## src/rtl/observer_pi_speed_control_assert.svh

```systemverilog
// Assertion helpers for the observer PI speed controller.
// Both sample on the rising edge of clock and are off while reset is high.
`ifndef OBSERVER_PI_SPEED_CONTROL_ASSERT_SVH
`define OBSERVER_PI_SPEED_CONTROL_ASSERT_SVH

// Same-cycle implication.
`define OPSC_ASSERT_IMPL(name, ante, cons) \
   name: assert property (@(posedge clock) disable iff (reset) (ante) |-> (cons)) \
      else $error("opsc: same-cycle check failed");

// Next-cycle implication.
`define OPSC_ASSERT_NEXT(name, ante, cons) \
   name: assert property (@(posedge clock) disable iff (reset) (ante) |=> (cons)) \
      else $error("opsc: next-cycle check failed");

`endif

```

## src/rtl/opsc_pkg.sv

```systemverilog
`timescale 1ns / 1ps

package opsc_pkg;

   localparam int SigWidth      = 32;
   localparam int CoefWidth     = 21;
   localparam int FracWidth     = 5;
   localparam int FracReset     = 16;
   localparam int MaxFrac       = CoefWidth - 1;
   localparam int CsrWidth      = 3 * CoefWidth;
   localparam int PiWidth       = 2 * CoefWidth;
   localparam int CsrIndexWidth = 3;
   localparam int NumTerms      = 5;
   // product plus growth of a five-term sum
   localparam int AccWidth      = SigWidth + CoefWidth + 3;

   typedef logic signed [SigWidth-1:0]  sig_type;
   typedef logic signed [CoefWidth-1:0] coef_type;
   typedef logic signed [AccWidth-1:0]  acc_type;

   typedef enum logic [CsrIndexWidth-1:0] {
      CSR_B_COL     = 3'd0,
      CSR_A_ROW1    = 3'd1,
      CSR_A_ROW2    = 3'd2,
      CSR_A_ROW3    = 3'd3,
      CSR_GAIN_L    = 3'd4,
      CSR_PI        = 3'd5,
      CSR_FRAC_BITS = 3'd6
   } csr_index_type;

   typedef struct packed {
      sig_type speed_target;
      sig_type angle_meas;
      logic    restart;
   } req_type;

   typedef struct packed {
      sig_type torque_cmd;
      sig_type speed_est;
      sig_type load_est;
   } rsp_type;

   // Element [0] of each group is the lowest field of its register.
   typedef struct packed {
      logic [2:0][CoefWidth-1:0]      b;
      logic [2:0][2:0][CoefWidth-1:0] a;
      logic [2:0][CoefWidth-1:0]      l;
      coef_type                       kp;
      coef_type                       ki;
      logic [FracWidth-1:0]           frac;
   } coef_set_type;

   function automatic acc_type sext_sig(input sig_type v);
      return {{(AccWidth-SigWidth){v[SigWidth-1]}}, v};
   endfunction

   // Clamp a wide signed value to the signal range.
   function automatic sig_type sat_sig(input acc_type v);
      logic [AccWidth-SigWidth:0] hi_bits;
      sig_type                    result;
      hi_bits = v[AccWidth-1:SigWidth-1];
      if ((&hi_bits) || !(|hi_bits)) begin
         result = v[SigWidth-1:0];
      end else if (v[AccWidth-1]) begin
         result = {1'b1, {(SigWidth-1){1'b0}}};
      end else begin
         result = {1'b0, {(SigWidth-1){1'b1}}};
      end
      return result;
   endfunction

endpackage

```

## src/rtl/opsc_pi.sv

```systemverilog
`timescale 1ns / 1ps

module opsc_pi (
   input  opsc_pkg::sig_type               target,
   input  opsc_pkg::sig_type               speed_held,
   input  opsc_pkg::sig_type               integral,
   input  opsc_pkg::sig_type               load_held,
   input  opsc_pkg::coef_type              kp,
   input  opsc_pkg::coef_type              ki,
   input  logic [opsc_pkg::FracWidth-1:0]  frac,
   output opsc_pkg::sig_type               torque,
   output opsc_pkg::sig_type               integral_next
);

   opsc_pkg::sig_type err;
   opsc_pkg::acc_type kp_prod;
   opsc_pkg::acc_type ki_prod;
   opsc_pkg::acc_type kp_term;
   opsc_pkg::acc_type ki_term;

   assign err = opsc_pkg::sat_sig(opsc_pkg::sext_sig(target) - opsc_pkg::sext_sig(speed_held));

   assign kp_prod = kp * err;
   assign ki_prod = ki * err;
   assign kp_term = kp_prod >>> frac;
   assign ki_term = ki_prod >>> frac;

   assign torque = opsc_pkg::sat_sig(kp_term + opsc_pkg::sext_sig(integral)
                                     + opsc_pkg::sext_sig(load_held));
   assign integral_next = opsc_pkg::sat_sig(ki_term + opsc_pkg::sext_sig(integral));

endmodule

```

## config.mk

```make
export PLATFORM = sky130hd
export DESIGN_NAME = opsc_pi
export DESIGN_NICKNAME = d
export VERILOG_FILES = /design/src/rtl/observer_pi_speed_control_assert.svh /design/src/rtl/opsc_pkg.sv /design/src/rtl/opsc_pi.sv
export SDC_FILE = /design/constraint.sdc
export NUM_CORES = 2
export LEC_CHECK = 0
export BUFFER_PORTS_ARGS = -buffer_cell sky130_fd_sc_hd__buf_2
export CORE_UTILIZATION = 30
export DETAILED_ROUTE_END_ITERATION = 8
export MAX_ROUTING_LAYER = met4
export PLACE_DENSITY = 0.5
export REMOVE_ABC_BUFFERS = 1
export SLEW_MARGIN = 20
export SYNTH_ARGS = -nofsm -noshare
export SYNTH_HDL_FRONTEND = slang
export SYNTH_SLANG_ARGS = --single-unit
```

## constraint.sdc

```tcl
create_clock -name vclk -period 64.1
set_input_delay 19.23 -clock vclk [all_inputs]
set_output_delay 19.23 -clock vclk [all_outputs]
set_load 0.02 [all_outputs]
```

==> flow_summary.yaml <==
finish:
  nClkBuffers: 0
  area_growth_syn_to_layout_pct: 5.83
  seq_area_sq_um: 0
  fillers: 23086
  final_util_pct: 32.0
  stdcell_area_sq_um: 69700
  nNetsFinal: 9905
  drive_gt1_share_pct: 6.72
  n_sequential_cell: 0
timing:
  fin_crit_ns: 56.75
  grt_setup_unrepaired: "no"
  fin_ws_ns: 7.35
  worst_slew_pin_slew_ns: 1.12
  slew_headroom_pct: 25.1
  finalCritPeriodShare_pct: 88.5
  finalSetupTns_ns: 0
  max_freq_ghz: 0.0176
  finalSetupViolations: 0
  maxSlewViolCount: 0
  finalHoldViolCount: 0
cts:
  cts_setup_buffers: 0
  holdBufCountCts: 0
  cts-resized-gates: 0
critical_path:
  crit_type: "primary input to primary output"
  worstSetupEndpointType: "primary output"
  cp_slowest_stage_delay_ns: 0.95
  critPathBufInv: 10
  crit_family: "compound AO/OA/AOI/OAI gates"
  start_kind: "primary input"
  crit_top_cell: "fa_1"
  critPathRequiredTime_ns: 44.87
  worstPathMaxFanout: 31
  cp_num_cells: 52
  cpMaxStageDelayCell: "a21oi_4"
  arrival_ns: 37.52
placement:
  port_buffers: 239
  place_hpwl_um: 188000
  routabilityCongestion: 0.937
  dpl_cell_area_sq_um: 69700
  post-place-ws_ns: 7.38
routing:
  route.detailed.drc: 0
  vias: 56063
  wl_um: 235000
  vias_per_cell: 5.19
  ant_nets: 0
  dr.pass1.iters: 5
  post_drt_wl_per_cell_um: 21.8
  first_iter_violations: 4101
global_route:
  grt_first_pass_wirelength_um: 366000
  antenna_found_initial: 8
  overflow: 0
  grt_max_degree: 68
  grt_pass1_vias: 59224
  track_usage_pct: 21.8
die:
  dieArea_sq_um: 221000
  die_h_um: 471
  chipWidth_um: 471
  core_area_sq_um: 218000
  initial_core_util_pct: 30.3
  num_rows: 171
  pin_count: 239
synthesis:
  yosysUniqueCellTypes: 114
  synthesis.area_sq_um: 65900
  yosysWarnings: 0
  synth_top_area_share_pct: 42.3
  yosysSeqAreaShare_pct: 0
  syn_inst: 8093
  ys_top_cells_by_area: "fa_1, inv_1, ha_1"
  synth_most_common_cell: "inv_1"
  synth_area_per_cell_sq_um: 8.14
  synthTopCellsByCount: "inv_1, fa_1, nand2_1, clkbuf_1, ha_1"
  synth_top_area_cell: "fa_1"
hold_path:
  min_path_cells: 5
  hold_class: "primary input to primary output"
status:
  outcome: "finished clean"
run:
  maxCapViolCount: 0
==> layout make-up <==
| class | instances | area, sq um | share of cell area (%) |
|---|---|---|---|
| repair buffers | 309 | 1730 | 2.48 |
| multi-input cells | 5903 | 57900 | 83.1 |
| inverters | 1720 | 6460 | 9.27 |
| well taps | 2854 | 3570 | 5.12 |
| diodes | 13 | 32.5 | 0.0467 |
==> placed cells by master (no fill, tap or decap), types with 43 or more instances in the layout <==
master / count
a211oi_1: 63
a21o_1: 128
a21oi_1: 339
and2_1: 402
buf_2: 236
buf_4: 73
fa_1: 1392
ha_1: 404
inv_1: 1712
mux2_2: 62
mux2i_1: 140
mux4_2: 43
nand2_1: 1203
nand2b_1: 44
nand3_1: 71
nand4_1: 63
nor2_1: 289
nor3_1: 74
o211ai_1: 59
o21ai_0: 232
o21bai_1: 58
xnor2_1: 137
xor2_1: 81
==> stage by stage <==
step | hold WS (ns) | cells
2_1_floorplan | 38.76 | 7623
3_3_place_gp | 39.01 | 10785
3_5_place_dp | 39.01 | 10786
4_1_cts | 39.02 | 10786
5_1_grt | 39.05 | 10793
6_report | 39.01 | 10799
==> metal layers <==
metal	wire (um)	part of all wire, %	up-vias	track usage [%]
met2	109000	46	1758	35.2
li1	-	-	25040	-
met3	12600	5.3	202	1.48
met4	4440	1.9	0	3.44
met1	109000	46	29063	30.5
met5	0	0	-	-
==> final timing paths <==
path,startpoint,endpoint,slack [ns]
max,target[12],torque[25],7.35
min,load_held[0],torque[0],39.01
==> kinds of logic after synthesis <==
family          share of synthesized area, %
compound gates                          13.4
xor+xnor                                2.90
fa+ha+maj                               50.0
buf+inv                                 12.6
mux                                     4.75
simple gates                            16.3
Power is left out: the tool's default activity adds up to more than one toggle a clock period on the data nets, which glitch-free logic cannot reach.
