--- config.mk ---
export PLATFORM = sky130hd
export DESIGN_NAME = opsc_csr
export DESIGN_NICKNAME = d
export VERILOG_FILES = /design/src/rtl/observer_pi_speed_control_assert.svh /design/src/rtl/opsc_pkg.sv /design/src/rtl/opsc_csr.sv
export SDC_FILE = /design/constraint.sdc
export NUM_CORES = 1
export LEC_CHECK = 0
export BUFFER_PORTS_ARGS = -buffer_cell sky130_fd_sc_hd__buf_2
export CORE_AREA = 2 2 153 215
export DETAILED_ROUTE_END_ITERATION = 10
export DIE_AREA = 0 0 155 217
export GPL_ROUTABILITY_DRIVEN = 0
export PLACE_DENSITY = 0.79
export RECOVER_POWER = 25
export REMOVE_ABC_BUFFERS = 1
export SLEW_MARGIN = 20
export SYNTH_ARGS = -nofsm -noshare
export SYNTH_HDL_FRONTEND = slang
export SYNTH_SLANG_ARGS = --single-unit
--- constraint.sdc ---
create_clock -name clock -period 1.4 [get_ports clock]
set_input_delay 0.07 -clock clock [delete_from_list [all_inputs] [get_ports clock]]
set_output_delay 0.07 -clock clock [all_outputs]
set_load 0.02 [all_outputs]
--- src/rtl/observer_pi_speed_control_assert.svh ---
// Assertion helpers for the observer PI speed controller.
// Both sample on the rising edge of clock and are off while reset is high.
`ifndef OBSERVER_PI_SPEED_CONTROL_ASSERT_SVH
`define OBSERVER_PI_SPEED_CONTROL_ASSERT_SVH

// Same-cycle implication.
`define OPSC_ASSERT_IMPL(name, ante, cons) \
   name: assert property (@(posedge clock) disable iff (reset) (ante) |-> (cons)) \
      else $error("opsc: same-cycle check failed");

// Next-cycle implication.
`define OPSC_ASSERT_NEXT(name, ante, cons) \
   name: assert property (@(posedge clock) disable iff (reset) (ante) |=> (cons)) \
      else $error("opsc: next-cycle check failed");

`endif

--- src/rtl/opsc_pkg.sv ---
`timescale 1ns / 1ps

package opsc_pkg;

   localparam int SigWidth      = 32;
   localparam int CoefWidth     = 21;
   localparam int FracWidth     = 5;
   localparam int FracReset     = 16;
   localparam int MaxFrac       = CoefWidth - 1;
   localparam int CsrWidth      = 3 * CoefWidth;
   localparam int PiWidth       = 2 * CoefWidth;
   localparam int CsrIndexWidth = 3;
   localparam int NumTerms      = 5;
   // product plus growth of a five-term sum
   localparam int AccWidth      = SigWidth + CoefWidth + 3;

   typedef logic signed [SigWidth-1:0]  sig_type;
   typedef logic signed [CoefWidth-1:0] coef_type;
   typedef logic signed [AccWidth-1:0]  acc_type;

   typedef enum logic [CsrIndexWidth-1:0] {
      CSR_B_COL     = 3'd0,
      CSR_A_ROW1    = 3'd1,
      CSR_A_ROW2    = 3'd2,
      CSR_A_ROW3    = 3'd3,
      CSR_GAIN_L    = 3'd4,
      CSR_PI        = 3'd5,
      CSR_FRAC_BITS = 3'd6
   } csr_index_type;

   typedef struct packed {
      sig_type speed_target;
      sig_type angle_meas;
      logic    restart;
   } req_type;

   typedef struct packed {
      sig_type torque_cmd;
      sig_type speed_est;
      sig_type load_est;
   } rsp_type;

   // Element [0] of each group is the lowest field of its register.
   typedef struct packed {
      logic [2:0][CoefWidth-1:0]      b;
      logic [2:0][2:0][CoefWidth-1:0] a;
      logic [2:0][CoefWidth-1:0]      l;
      coef_type                       kp;
      coef_type                       ki;
      logic [FracWidth-1:0]           frac;
   } coef_set_type;

   function automatic acc_type sext_sig(input sig_type v);
      return {{(AccWidth-SigWidth){v[SigWidth-1]}}, v};
   endfunction

   // Clamp a wide signed value to the signal range.
   function automatic sig_type sat_sig(input acc_type v);
      logic [AccWidth-SigWidth:0] hi_bits;
      sig_type                    result;
      hi_bits = v[AccWidth-1:SigWidth-1];
      if ((&hi_bits) || !(|hi_bits)) begin
         result = v[SigWidth-1:0];
      end else if (v[AccWidth-1]) begin
         result = {1'b1, {(SigWidth-1){1'b0}}};
      end else begin
         result = {1'b0, {(SigWidth-1){1'b1}}};
      end
      return result;
   endfunction

endpackage

--- src/rtl/opsc_csr.sv ---
`timescale 1ns / 1ps

module opsc_csr (
   input  logic                                    clock,
   input  logic                                    reset,
   input  logic                                    csr_valid,
   output logic                                    csr_ready,
   input  logic [opsc_pkg::CsrIndexWidth-1:0]      csr_index,
   input  logic [opsc_pkg::CsrWidth-1:0]           csr_data,
   output opsc_pkg::coef_set_type                  coef
);

   logic [opsc_pkg::CsrWidth-1:0]           b_col_ff, b_col_in;
   logic [2:0][opsc_pkg::CsrWidth-1:0]      a_row_ff, a_row_in;
   logic [opsc_pkg::CsrWidth-1:0]           gain_l_ff, gain_l_in;
   logic [opsc_pkg::PiWidth-1:0]            pi_ff, pi_in;
   logic [opsc_pkg::FracWidth-1:0]          frac_ff, frac_in;

   assign csr_ready = 1'b1;

   always_comb begin
      b_col_in  = b_col_ff;
      a_row_in  = a_row_ff;
      gain_l_in = gain_l_ff;
      pi_in     = pi_ff;
      frac_in   = frac_ff;
      if (csr_valid) begin
         unique case (csr_index)
            opsc_pkg::CSR_B_COL:     b_col_in    = csr_data;
            opsc_pkg::CSR_A_ROW1:    a_row_in[0] = csr_data;
            opsc_pkg::CSR_A_ROW2:    a_row_in[1] = csr_data;
            opsc_pkg::CSR_A_ROW3:    a_row_in[2] = csr_data;
            opsc_pkg::CSR_GAIN_L:    gain_l_in   = csr_data;
            opsc_pkg::CSR_PI:        pi_in       = csr_data[opsc_pkg::PiWidth-1:0];
            opsc_pkg::CSR_FRAC_BITS: frac_in     = csr_data[opsc_pkg::FracWidth-1:0];
            default: ;  // unmapped index, write dropped
         endcase
      end
   end

   always_ff @(posedge clock) begin
      if (reset) begin
         b_col_ff  <= '0;
         a_row_ff  <= '0;
         gain_l_ff <= '0;
         pi_ff     <= '0;
         frac_ff   <= opsc_pkg::FracWidth'(opsc_pkg::FracReset);
      end else begin
         b_col_ff  <= b_col_in;
         a_row_ff  <= a_row_in;
         gain_l_ff <= gain_l_in;
         pi_ff     <= pi_in;
         frac_ff   <= frac_in;
      end
   end

   always_comb begin
      coef.b  = b_col_ff;
      coef.a  = a_row_ff;
      coef.l  = gain_l_ff;
      coef.kp = pi_ff[opsc_pkg::CoefWidth-1:0];
      coef.ki = pi_ff[opsc_pkg::PiWidth-1:opsc_pkg::CoefWidth];
      // shift is capped at one below the coefficient width
      if (frac_ff > opsc_pkg::FracWidth'(opsc_pkg::MaxFrac)) begin
         coef.frac = opsc_pkg::FracWidth'(opsc_pkg::MaxFrac);
      end else begin
         coef.frac = frac_ff;
      end
   end

endmodule

==> metrics.txt <==
data required time of the worst path=1.33 ns; leading post-synthesis cells by cell area=sky130_fd_sc_hd__dfxtp_1 (51%), sky130_fd_sc_hd__mux2i_1 (26%), sky130_fd_sc_hd__nand2b_1 (19%); critical path start-end classification=reg -> out; total global-route track usage=between 20% and 30%; ys async rst share=0%; clock period minus final worst setup slack=approximately 1.3 ns; depth of the worst register-to-register path=2; Post-CTS Setup Inserts=0; category of the worst setup path capture point=output pin; Max Slew Vio Count=0; Reg2Reg Capture Point=coef[279]; floorplan die area=33600 µm²; cell taking the most area after synthesis=sky130_fd_sc_hd__dfxtp_1; final design area excluding fillers=18700 µm²; cell chosen for the clock root=sky130_fd_sc_hd__clkbuf_16; internal reg-to-reg setup slack=0.70 ns; number of violations of the max-capacitance limit=0; actual slew at the worst max-slew pin=around 0.94 ns; antenna diode count=0; via count of the first global-routing pass=10900; width of the die=about 160 µm; mean area per synthesized cell=~11 µm²; sequential group share of total power=47.3%; beginning of the critical path=frac_ff[2]; clock insertion delay at the later pin of the skew report=approximately 0.52 ns; pre-CTS worst setup slack=-0.0288 ns; slack of the critical path=around 0.053 ns; Clock Pin Slew Worst Setup and Hold Paths=~0.060 ns; most frequent cell after synthesis=sky130_fd_sc_hd__nand2b_1; setup repair after global routing missed its margin=no; part of the total power dissipated in combinational logic=between 8 and 9%; CTS tree=done; final HPWL from detailed placement=25800 µm; CP max FO=3; most numerous cell types in the synthesized netlist=sky130_fd_sc_hd__nand2b_1 (424), sky130_fd_sc_hd__dfxtp_1 (362), sky130_fd_sc_hd__mux2i_1 (362), sky130_fd_sc_hd__clkbuf_1 (53), sky130_fd_sc_hd__buf_2 (28); areal power density over the cells=~1200 nW/µm²; cell leakage power=0.00999 µW; type of origin of the critical path=flip-flop; CTS H-tree depth=2; Max VDD drop=0.863 mV; 1st-iter DRT viols=roughly 360; Routed WL per cell=roughly 18 µm; Post-synth EDFFs=0; sequential cell area fraction in the yosys report=between 50 and 60%; floorplan core area=~32000 µm²; total power=around 23000 µW; data arrival time at the worst-slack endpoint=between 1 and 1.5 ns; Internal=around 17000 µW; Layout Area Growth over Synthesis=32.8%; antenna violation net count after detailed routing=0; normalized max-slew margin=37.7%; non-filler cells in the finished layout=between 2000 and 2500; wire length of the first global-routing pass=58800 µm; post-detailed-routing wire length=37800 µm; number of fillers in the final layout=approximately 2600; slowest CP cell=sky130_fd_sc_hd__dfxtp_2; placed instance area=17000 µm²; clock buffers created by TritonCTS=35; area share of the leading cell type in the synthesized netlist=about half; share of cells above drive strength 1=a little under a third; Max Clock Freq=742 MHz; Syn. warnings=0; crit-path cells=o21ai_2, and2_1, buf_4; clock tree skew after final layout=0 ns; count of clock tree sinks=between 300 and 400; initial antenna violation count=0; Boundary Pins=roughly 430; Critical Path Sink=coef[0]; top_reg_cell synth=sky130_fd_sc_hd__dfxtp_1; period utilisation layout=between 90% and 100%; share of total power in the clock network=44.3%; Final Hold Violating Endpoints=0; Hold Crit Class=in -> reg; starting density of the core=44.2%; switching share of power=22.5%; Final Setup Violations=0; post-synthesis instance total=between 1000 and 1500; number of standard-cell rows in the floorplan=roughly 80; via count normalized by instance count=4.91; GRT overflow=0; switching power=just over 5000 µW; maximum number of pins on one net before global-route repair=60; post-synth design cell area=~14000 µm²; run status=complete, no violations; count of different cell masters after synthesis=18; Slowest Stage Delay on Critical Path=about 0.34 ns; total number of vias=between 10000 and 15000; residual DRC count=0; count of port buffers added during placement=430; clock tree buffer depth=3; startpoint of the most critical register-to-register path=coef[279]; Die Y-Extent=~220 µm; drt pass-1 iters=6; post-synthesis register bit count=~360; Placed Cells=approximately 2000; Final nets=1805
[cell families after synthesis]
logic type | Yosys count | share of synthesized area [%]
AOI/OAI and AO/OA | 2 | 0.0887
and+or+nand+nor | 438 | 19.6
other | 1 | 0.0266
muxes | 362 | 25.7
DFF | 362 | 51.4
buffers and inverters | 94 | 3.18
[per-stage QoR]
step           utilization [%]  hold WS, ns  TNS (ns)
2_1_floorplan                -        0.226   -715.46
3_5_place_dp              53.1        0.351    -0.363
3_3_place_gp              53.1        0.347    -0.143
5_1_grt                   58.7       0.0381         0
4_1_cts                   58.8       0.0145         0
6_report                  58.7       0.0176         0
[layer usage]
layer | wire [µm] | share of wire, % | up-vias | track usage (%)
li1 | - | - | 5095 | -
met1 | 14700 | 39 | 5090 | 23.8
met2 | 19300 | 51 | 320 | 39.2
met3 | 2050 | 5.4 | 104 | 4.82
met4 | 1840 | 4.9 | 0 | 10.5
met5 | 0 | 0 | - | 0
[power groups by stage]
stage	clock, µW	combinational (µW)	sequential [µW]
floorplan	0	760	11100
global placement	0	1750	10900
detailed placement	0	1780	10900
CTS	10200	1910	10600
global route	10600	2010	10700
finish	9970	1900	10600
[layout by cell type, fill, tap and decap left out, drive strengths merged]
master / n
nand4b: 3
dlygate4sd3: 58
nor4b: 1
o21ai: 1
clkinv: 4
and2: 2
nor2b: 1
bufinv: 5
nand4bb: 3
nand2b: 424
conb: 1
clkinvlp: 1
a21o: 1
dfxtp: 362
mux2i: 362
clkbuf: 62
buf: 465
nor2: 2
or4b: 1
nor4bb: 1
[what timing repair did]
item	4_1_cts	5_1_grt
hold buffers	58	0
gates resized for setup	4	4
endpoints found under the hold margin	306	0
cloned	0	0
endpoints found under the setup margin	2	2
[worst max-delay path: cells and delay by family, from the launching register on]
| family | cells | cell delay [ns] |
|---|---|---|
| AOI/OAI and AO/OA | 1 | 0.14 |
| buffers and inverters | 1 | 0.14 |
| DFF | 1 | 0.34 |
| and+or+nand+nor | 1 | 0.14 |
[how the worst min path moves through the flow]
stage / from / end / cells past startpoint
2_1_floorplan: reset / frac_ff[4] / 2
3_3_place_gp: csr_data[4] / frac_ff[4] / 3
3_5_place_dp: csr_data[4] / frac_ff[4] / 3
4_1_cts: csr_data[6] / coef[116] / 3
5_1_grt: csr_data[6] / coef[179] / 3
6_report: csr_data[3] / coef[239] / 3
[layout make-up]
cell class              count  area [µm²]  area share, %
clock buffers              51        1040           5.54
clock inverters            10         178          0.949
flip-flops and latches    362        7250           38.7
repair buffers            534        3280           17.5
well taps                 400         500           2.67
multi-input cells         803        6480           34.6
[sequential cells by signal, indices dropped and copies added (netlist names)]
signal and cells:
frac_ff 5, b_col_ff 63, pi_ff 42, gain_l_ff 63, coef 189
Note: power is estimated with default switching activity, not from simulation.
